**src/rtl/ucm_pkg.sv**
```systemverilog
// Package for the underrun noise crossfade mixer: state codes, constants and shared types.
package ucm_pkg;

  // Sequencer states of the top level.
  typedef enum logic [3:0] {
    ST_IDLE,
    ST_DIV,
    ST_TGT,
    ST_SMOOTH,
    ST_GAIN,
    ST_MIX_S,
    ST_MIX_N,
    ST_ACC,
    ST_VOL_LO,
    ST_VOL_HI,
    ST_SUM,
    ST_DONE
  } ucm_state_t;

  // Configuration register indexes.
  localparam int unsigned CFG_IDX_W = 2;
  localparam logic [CFG_IDX_W-1:0] CFG_FADE_START = 2'd0;
  localparam logic [CFG_IDX_W-1:0] CFG_ALPHA      = 2'd1;
  localparam logic [CFG_IDX_W-1:0] CFG_VOLUME     = 2'd2;

  // Register reset values.
  localparam logic [15:0] FADE_RESET  = 16'd16384;
  localparam logic [15:0] ALPHA_RESET = 16'd52;
  localparam logic [15:0] VOL_RESET   = 16'd32768;

  // Gain is Q1.30 and never leaves 0..1, so 31 bits hold it.
  localparam int unsigned GAIN_W = 31;
  localparam logic [GAIN_W-1:0] GAIN_ONE = 31'h4000_0000;

  localparam logic [31:0] RNG_SEED = 32'h0000_ACE1;

  // Shared multiplier operand and product widths.
  localparam int unsigned MUL_A_W = 33;
  localparam int unsigned MUL_B_W = 18;
  localparam int unsigned MUL_P_W = MUL_A_W + MUL_B_W;

  // Divider: 30 quotient bits, three bits retired per cycle.
  localparam int unsigned QUO_W     = 30;
  localparam int unsigned DIV_BITS  = 3;
  localparam int unsigned DIV_STEPS = QUO_W / DIV_BITS;

  // Divider status seen by the sequencer.
  typedef struct packed {
    logic busy;
    logic done;
  } div_stat_t;

endpackage

```
**src/rtl/ucm_div.sv**
```systemverilog
// Iterative restoring divider giving floor(dividend * 2^30 / divisor) for dividend < divisor.
module ucm_div (
  input  logic                       clk,
  input  logic                       rst_n,
  input  logic                       start,
  input  logic [15:0]                dividend,
  input  logic [15:0]                divisor,
  output ucm_pkg::div_stat_t         stat,
  output logic [ucm_pkg::QUO_W-1:0]  quotient
);
  import ucm_pkg::*;

  localparam int unsigned CNT_W = $clog2(DIV_STEPS);

  logic [16:0]         rem_r, rem_nxt;
  logic [QUO_W-1:0]    quo_r;
  logic [DIV_BITS-1:0] bits_nxt;
  logic [CNT_W-1:0]    cnt_r;
  logic                busy_r, done_r;

  // Several compare-and-subtract steps on the narrow remainder per cycle.
  always_comb begin
    rem_nxt  = rem_r;
    bits_nxt = '0;
    for (int i = 0; i < DIV_BITS; i++) begin
      rem_nxt = {rem_nxt[15:0], 1'b0};
      if (rem_nxt >= {1'b0, divisor}) begin
        rem_nxt = rem_nxt - {1'b0, divisor};
        bits_nxt[DIV_BITS-1-i] = 1'b1;
      end
    end
  end

  // Control: busy for a fixed number of steps, then a one-cycle done pulse.
  always_ff @(posedge clk) begin
    if (!rst_n) begin
      busy_r <= 1'b0;
      done_r <= 1'b0;
      cnt_r  <= '0;
    end else begin
      done_r <= 1'b0;
      if (start) begin
        busy_r <= 1'b1;
        cnt_r  <= '0;
      end else if (busy_r) begin
        if (cnt_r == CNT_W'(DIV_STEPS - 1)) begin
          busy_r <= 1'b0;
          done_r <= 1'b1;
        end
        cnt_r <= cnt_r + 1'b1;
      end
    end
  end

  // Remainder and quotient shift register.
  always_ff @(posedge clk) begin
    if (start) begin
      rem_r <= {1'b0, dividend};
      quo_r <= '0;
    end else if (busy_r) begin
      rem_r <= rem_nxt;
      quo_r <= {quo_r[QUO_W-DIV_BITS-1:0], bits_nxt};
    end
  end

  assign stat.busy = busy_r;
  assign stat.done = done_r;
  assign quotient  = quo_r;

endmodule

```
**src/rtl/ucm_mul.sv**
```systemverilog
// Shared signed multiplier with a registered product.
module ucm_mul (
  input  logic                                clk,
  input  logic signed [ucm_pkg::MUL_A_W-1:0]  op_a,
  input  logic signed [ucm_pkg::MUL_B_W-1:0]  op_b,
  output logic signed [ucm_pkg::MUL_P_W-1:0]  prod
);
  import ucm_pkg::*;

  logic signed [MUL_P_W-1:0] prod_r;

  // One multiply per cycle; the product is taken up in the next state.
  always_ff @(posedge clk) begin
    prod_r <= op_a * op_b;
  end

  assign prod = prod_r;

endmodule

```
**src/rtl/underrun_noise_crossfade_mixer_top.sv**
```systemverilog
// Top level of the underrun noise crossfade mixer: sequencer, state and datapath.
//
//  Channel | Direction | Handshake             | Word
//  in      | input     | in_valid / in_ready   | in_sample, in_fill_level
//  out     | output    | out_valid / out_ready | out_sample, out_clipped
//  cfg     | input     | cfg_we                | cfg_index, cfg_data
//
// An accepted sample first runs through the target-gain divider, three
// quotient bits a cycle; the smoothing, mixing and volume steps then use the one
// shared multiplier. A new sample is taken only once the sequencer is idle
// again. Reset is synchronous and active low and needs no clearing pass.
// A stalled output holds the finished word while the block goes idle;
// a further word then waits in the final state until the output register frees.
module underrun_noise_crossfade_mixer_top (
  input  logic                             clk,
  input  logic                             rst_n,
  input  logic                             in_valid,
  output logic                             in_ready,
  input  logic signed [15:0]               in_sample,
  input  logic [15:0]                      in_fill_level,
  output logic                             out_valid,
  input  logic                             out_ready,
  output logic signed [15:0]               out_sample,
  output logic                             out_clipped,
  input  logic                             cfg_we,
  input  logic [ucm_pkg::CFG_IDX_W-1:0]    cfg_index,
  input  logic [15:0]                      cfg_data
);
  import ucm_pkg::*;

  localparam logic signed [62:0] ROUND_BIAS = 63'sh1FFF_FFFF_FFFF;

  ucm_state_t state_r, state_nxt;

  logic [15:0]               fade_r, alpha_r, vol_r;
  logic [31:0]               rng_r, rng_a, rng_b, rng_c;
  logic signed [15:0]        lp_r, white;
  logic signed [16:0]        lp_diff, lp_step, lp_sum;
  logic [GAIN_W-1:0]         g_r, g_nxt, target;
  logic signed [32:0]        g_sum;
  logic                      fill_ge_r;
  logic signed [15:0]        sample_r;
  logic signed [31:0]        diff_r, diff_nxt;
  logic signed [46:0]        acc_r;
  logic [47:0]               lo_r;
  logic signed [62:0]        prod_r, rounded;
  logic signed [17:0]        quo;
  logic                      accept, out_free, sat_hi, sat_lo;
  logic                      out_valid_r, out_clipped_r;
  logic signed [15:0]        out_sample_r;
  logic signed [MUL_A_W-1:0] mul_a;
  logic signed [MUL_B_W-1:0] mul_b;
  logic signed [MUL_P_W-1:0] mul_p;
  logic [QUO_W-1:0]          quotient;
  div_stat_t                 div_stat;

  assign accept   = in_valid && in_ready;
  assign out_free = !out_valid_r || out_ready;

  // Configuration registers; an index beyond the list is ignored.
  always_ff @(posedge clk) begin
    if (!rst_n) begin
      fade_r  <= FADE_RESET;
      alpha_r <= ALPHA_RESET;
      vol_r   <= VOL_RESET;
    end else if (cfg_we) begin
      case (cfg_index)
        CFG_FADE_START: fade_r  <= cfg_data;
        CFG_ALPHA:      alpha_r <= cfg_data;
        CFG_VOLUME:     vol_r   <= cfg_data;
        default:        ;
      endcase
    end
  end

  // Target gain divider.
  ucm_div u_div (
    .clk      (clk),
    .rst_n    (rst_n),
    .start    (accept),
    .dividend (in_fill_level),
    .divisor  (fade_r),
    .stat     (div_stat),
    .quotient (quotient)
  );

  // Shared multiplier.
  ucm_mul u_mul (
    .clk  (clk),
    .op_a (mul_a),
    .op_b (mul_b),
    .prod (mul_p)
  );

  // Next state.
  always_comb begin
    state_nxt = state_r;
    case (state_r)
      ST_IDLE:   if (in_valid) state_nxt = ST_DIV;
      ST_DIV:    if (div_stat.done) state_nxt = ST_TGT;
      ST_TGT:    state_nxt = ST_SMOOTH;
      ST_SMOOTH: state_nxt = ST_GAIN;
      ST_GAIN:   state_nxt = ST_MIX_S;
      ST_MIX_S:  state_nxt = ST_MIX_N;
      ST_MIX_N:  state_nxt = ST_ACC;
      ST_ACC:    state_nxt = ST_VOL_LO;
      ST_VOL_LO: state_nxt = ST_VOL_HI;
      ST_VOL_HI: state_nxt = ST_SUM;
      ST_SUM:    state_nxt = ST_DONE;
      ST_DONE:   if (out_free) state_nxt = ST_IDLE;
      default:   state_nxt = ST_IDLE;
    endcase
  end

  always_ff @(posedge clk) begin
    if (!rst_n) begin
      state_r <= ST_IDLE;
    end else begin
      state_r <= state_nxt;
    end
  end

  // Sequencer outputs: input ready and multiplier operand selection.
  always_comb begin
    in_ready = (state_r == ST_IDLE);
    mul_a    = '0;
    mul_b    = '0;
    case (state_r)
      ST_SMOOTH: begin
        mul_a = {diff_r[31], diff_r};
        mul_b = {2'b00, alpha_r};
      end
      ST_MIX_S: begin
        mul_a = {2'b00, GAIN_ONE - g_r};
        mul_b = {{2{sample_r[15]}}, sample_r};
      end
      ST_MIX_N: begin
        mul_a = {2'b00, g_r};
        mul_b = {{2{lp_r[15]}}, lp_r};
      end
      ST_VOL_LO: begin
        mul_a = {1'b0, acc_r[31:0]};
        mul_b = {2'b00, vol_r};
      end
      ST_VOL_HI: begin
        mul_a = {{18{acc_r[46]}}, acc_r[46:32]};
        mul_b = {2'b00, vol_r};
      end
      default: ;
    endcase
  end

  // Xorshift generator and the shift-by-three lowpass on its low half.
  always_comb begin
    rng_a   = rng_r ^ (rng_r << 13);
    rng_b   = rng_a ^ (rng_a >> 17);
    rng_c   = rng_b ^ (rng_b << 5);
    white   = $signed(rng_c[15:0]);
    lp_diff = {white[15], white} - {lp_r[15], lp_r};
    lp_step = lp_diff >>> 3;
    lp_sum  = {lp_r[15], lp_r} + lp_step;
  end

  // Target gain, its distance from the smoothed gain, and the smoothing step.
  always_comb begin
    target   = fill_ge_r ? '0 : GAIN_ONE - {1'b0, quotient};
    diff_nxt = $signed({1'b0, target}) - $signed({1'b0, g_r});
    g_sum    = $signed({2'b00, g_r}) + mul_p[48:16];
    g_nxt    = g_sum[GAIN_W-1:0];
  end

  // Scale down by 2^45 rounding toward zero, then saturate.
  always_comb begin
    rounded = prod_r[62] ? prod_r + ROUND_BIAS : prod_r;
    quo     = rounded[62:45];
    sat_hi  = quo > 18'sd32767;
    sat_lo  = quo < -18'sd32768;
  end

  // State carried from sample to sample.
  always_ff @(posedge clk) begin
    if (!rst_n) begin
      rng_r <= RNG_SEED;
      lp_r  <= '0;
      g_r   <= '0;
    end else begin
      if (accept) begin
        rng_r <= rng_c;
        lp_r  <= lp_sum[15:0];
      end
      if (state_r == ST_GAIN) begin
        g_r <= g_nxt;
      end
    end
  end

  // Working registers of the datapath.
  always_ff @(posedge clk) begin
    if (accept) begin
      sample_r  <= in_sample;
      fill_ge_r <= (in_fill_level >= fade_r);
    end
    case (state_r)
      ST_TGT:    diff_r <= diff_nxt;
      ST_MIX_N:  acc_r  <= mul_p[46:0];
      ST_ACC:    acc_r  <= acc_r + mul_p[46:0];
      ST_VOL_HI: lo_r   <= mul_p[47:0];
      ST_SUM:    prod_r <= {mul_p[30:0], 32'b0} + {15'b0, lo_r};
      default:   ;
    endcase
  end

  // Output register, which frees the sequencer while a word waits.
  always_ff @(posedge clk) begin
    if (!rst_n) begin
      out_valid_r <= 1'b0;
    end else if (state_r == ST_DONE && out_free) begin
      out_valid_r <= 1'b1;
    end else if (out_ready) begin
      out_valid_r <= 1'b0;
    end
  end

  always_ff @(posedge clk) begin
    if (state_r == ST_DONE && out_free) begin
      out_clipped_r <= sat_hi || sat_lo;
      if (sat_hi) begin
        out_sample_r <= 16'sh7FFF;
      end else if (sat_lo) begin
        out_sample_r <= -16'sh8000;
      end else begin
        out_sample_r <= quo[15:0];
      end
    end
  end

  assign out_valid   = out_valid_r;
  assign out_sample  = out_sample_r;
  assign out_clipped = out_clipped_r;

  // An accepted word starts the divider and the division state.
  a_accept_starts: assert property (@(posedge clk) disable iff (!rst_n)
    accept |=> (state_r == ST_DIV) && div_stat.busy)
    else $error("accepted word did not start the division");

  // The divider is never running while the sequencer is idle.
  a_idle_div: assert property (@(posedge clk) disable iff (!rst_n)
    (state_r == ST_IDLE) |-> !div_stat.busy)
    else $error("divider busy while idle");

  // The divider finishes only while the sequencer waits for it.
  a_div_done: assert property (@(posedge clk) disable iff (!rst_n)
    div_stat.done |-> (state_r == ST_DIV))
    else $error("divider finished outside the division state");

  // The smoothed gain stays within zero to one.
  a_gain_range: assert property (@(posedge clk) disable iff (!rst_n)
    g_r <= GAIN_ONE)
    else $error("smoothed gain above unity");

  // Leaving the final state always presents a word.
  a_done_out: assert property (@(posedge clk) disable iff (!rst_n)
    (state_r == ST_DONE) && out_free |=> out_valid)
    else $error("finished word not presented");

endmodule

```
**config.mk**
```make
export PLATFORM = sky130hd
export DESIGN_NAME = underrun_noise_crossfade_mixer_top
export DESIGN_NICKNAME = d
export VERILOG_FILES = /design/src/rtl/ucm_pkg.sv /design/src/rtl/ucm_div.sv /design/src/rtl/ucm_mul.sv /design/src/rtl/underrun_noise_crossfade_mixer_top.sv
export SDC_FILE = /design/constraint.sdc
export NUM_CORES = 2
export LEC_CHECK = 0
export BUFFER_PORTS_ARGS = -buffer_cell sky130_fd_sc_hd__buf_2
export CAP_MARGIN = 25
export CORE_UTILIZATION = 45
export DETAILED_ROUTE_END_ITERATION = 7
export PLACE_DENSITY = 0.67
export SYNTH_ARGS = -nofsm -noshare
export SYNTH_HDL_FRONTEND = slang
export SYNTH_HIERARCHICAL = 1
export SYNTH_SLANG_ARGS = --single-unit
```
**constraint.sdc**
```tcl
create_clock -name clk -period 8.4 [get_ports clk]
set_clock_uncertainty 0.1 [all_clocks]
set_input_delay 0.42 -clock clk [delete_from_list [all_inputs] [get_ports clk]]
set_output_delay 0.42 -clock clk [all_outputs]
set_load 0.01 [all_outputs]
```
==> impl_results.md <==
- Status: completed
- Critical path peak fanout: 6
- Synth Warn #: 6
- First-pass GRT wire length: 216 mm
- Post-route ant nets: 0
- Worst-path clk slew: 70 ps
- H-tree Lvls: 2
- Final Non-Filler Cells: 6955
- Placer Congestion: 0.951
- Initial antenna violation count: 2
- Drt total wl: 137 mm
- Post-Synthesis Net Count: 6412
- Num CTS Buffers: 44
- Port bufs: 73
- Vias per Instance: 5.57
- Worst hold path type: in2reg
- NumNets Final: 6471
- Final core occ: 0.497
- Die Span X: 331 um
- DP Wirelength: 107 mm
- Clk buf depth: 3
- Most frequent cells in the layout: inv_1 (795), nand2_1 (743), fa_1 (561)
- Max stage delay on crit path: 540 ps
- Pre-CTS WS: 169 ps
- Pwr Total: 14.6 mW
- # IOs: 74
- Starting Density: 0.455
- Setup TNS: 0 ps
- All-Layer GR Usage: 0.250
- CP Capture Type: register
- Worst-margin pin slew: 1000 ps
- Final setup vio count: 0
- Wire length per cell: 19.7 um
- DP Cell Count: 6840
- Max VDD drop: 0.472 mV
- DIE AREA: 110000 um^2
- WS Path Type: reg2reg
- Pwr Density: 273 nW/um^2
- WP data arrival: 8500 ps
- Synthesis-to-layout area growth: 9.29%
- Iter 0 DRT Violations: 3156
- Pin count of the biggest net entering global routing: 84
- GRT overflow: 0
- CTS tree: done
- Vias: 38700
- Std-Cell Rows: 120
- Layout cells sized above 1: 0.0688
- Core area: 107000 um^2
- Synthesized area: 48800 um^2
- Commonest non-fill, non-tap cell in the layout: inv_1
- Slew Viols, Final: 0
- Slew Limit Headroom: 0.324
- CP most frequent cell: fa_1
- Die extent in y: 331 um
- CTS sink count: 456
- Final min period: 8060 ps
- Drt pass-1 iters: 8
- Max Freq: 0.124 GHz
- Data required, critical path: 8840 ps
- P_leak: 23.8 nW
- Residual DRC count: 0
- Crit share post-route: 0.960
- MaxCap Viol Count: 0
- Syn Inst Count: 5457
- Worst Slack Setup Final: 339 ps
- Placed cell area: 51300 um^2
- Clock latency on the worst-skew pair: 620 ps
- Worst Setup Start Kind: register
- Hold slack: 19.4 ps
- Slowest cell on crit path: fa_1
- Vias in the first global route: 38700
- Final hold vios: 0
- Root buffer cell: clkbuf_16
- Finished Cell Area: 53300 um^2
- Avg Inst Size Synth: 8.94 um^2
-- cell type report --
class                   count  area [um^2]
diodes                      1         2.50
inverters                 798         3000
clock buffers              58         1270
multi-input cells        3980        33600
well taps                1403         1760
fillers                 10100        54000
flip-flops and latches    456        11500
clock inverters            23          239
repair buffers            236         1920
-- routing by layer --
layer,track usage,vias up,routed length (um)
li1,-,18000,-
met1,0.328,19100,57300
met2,0.422,1284,65600
met3,0.0284,254,8320
met4,0.0948,2,5500
met5,0,-,7
-- sequential cells by signal, summed over array words and instances, names as in the netlist, 4 cells and up --
register        count
rng_r              32
u_div/quotient     30
state_r             4
u_mul/prod         48
alpha_r            16
out_sample         16
lp_r               16
u_div/rem_r        16
vol_r              16
u_div/cnt_r         4
acc_r              47
sample_r           16
lo_r               48
fade_r             16
prod_r             63
diff_r             32
g_r                31
-- worst paths after layout --
kind	start	to	slack (ps)	cells after the start
worst max-delay path	g_r[1]	u_mul/prod[47]	340	31
worst min-delay path	cfg_data[13]	alpha_r[13]	20	3
worst max register to register	g_r[1]	u_mul/prod[47]	340	31
worst min register to register	lo_r[17]	prod_r[17]	310	0
-- critical path, delay by kind of cell, from the launching register on --
kind,cells,cell delay (ps)
adders and majority gates,8,3550
AOI/OAI and AO/OA,8,1690
and+or+nand+nor,7,1550
buffers and inverters,7,600
DFF,1,370
xor gates and xnor gates,1,110
-- where the power goes --
part	internal [mW]	switching (mW)	leakage (nW)
clock	1.17	0.953	0.742
combinational	4.29	5.34	19.2
sequential	2.64	0.172	3.86
-- what timing repair did --
item | in CTS | in global routing
hold buffers | 25 | 0
setup endpoints to repair | 0 | 29
endpoints found under the hold margin | 27 | 0
setup buffers | 0 | 6
gates resized for setup | 0 | 42
(Power assumes the default switching activity.)
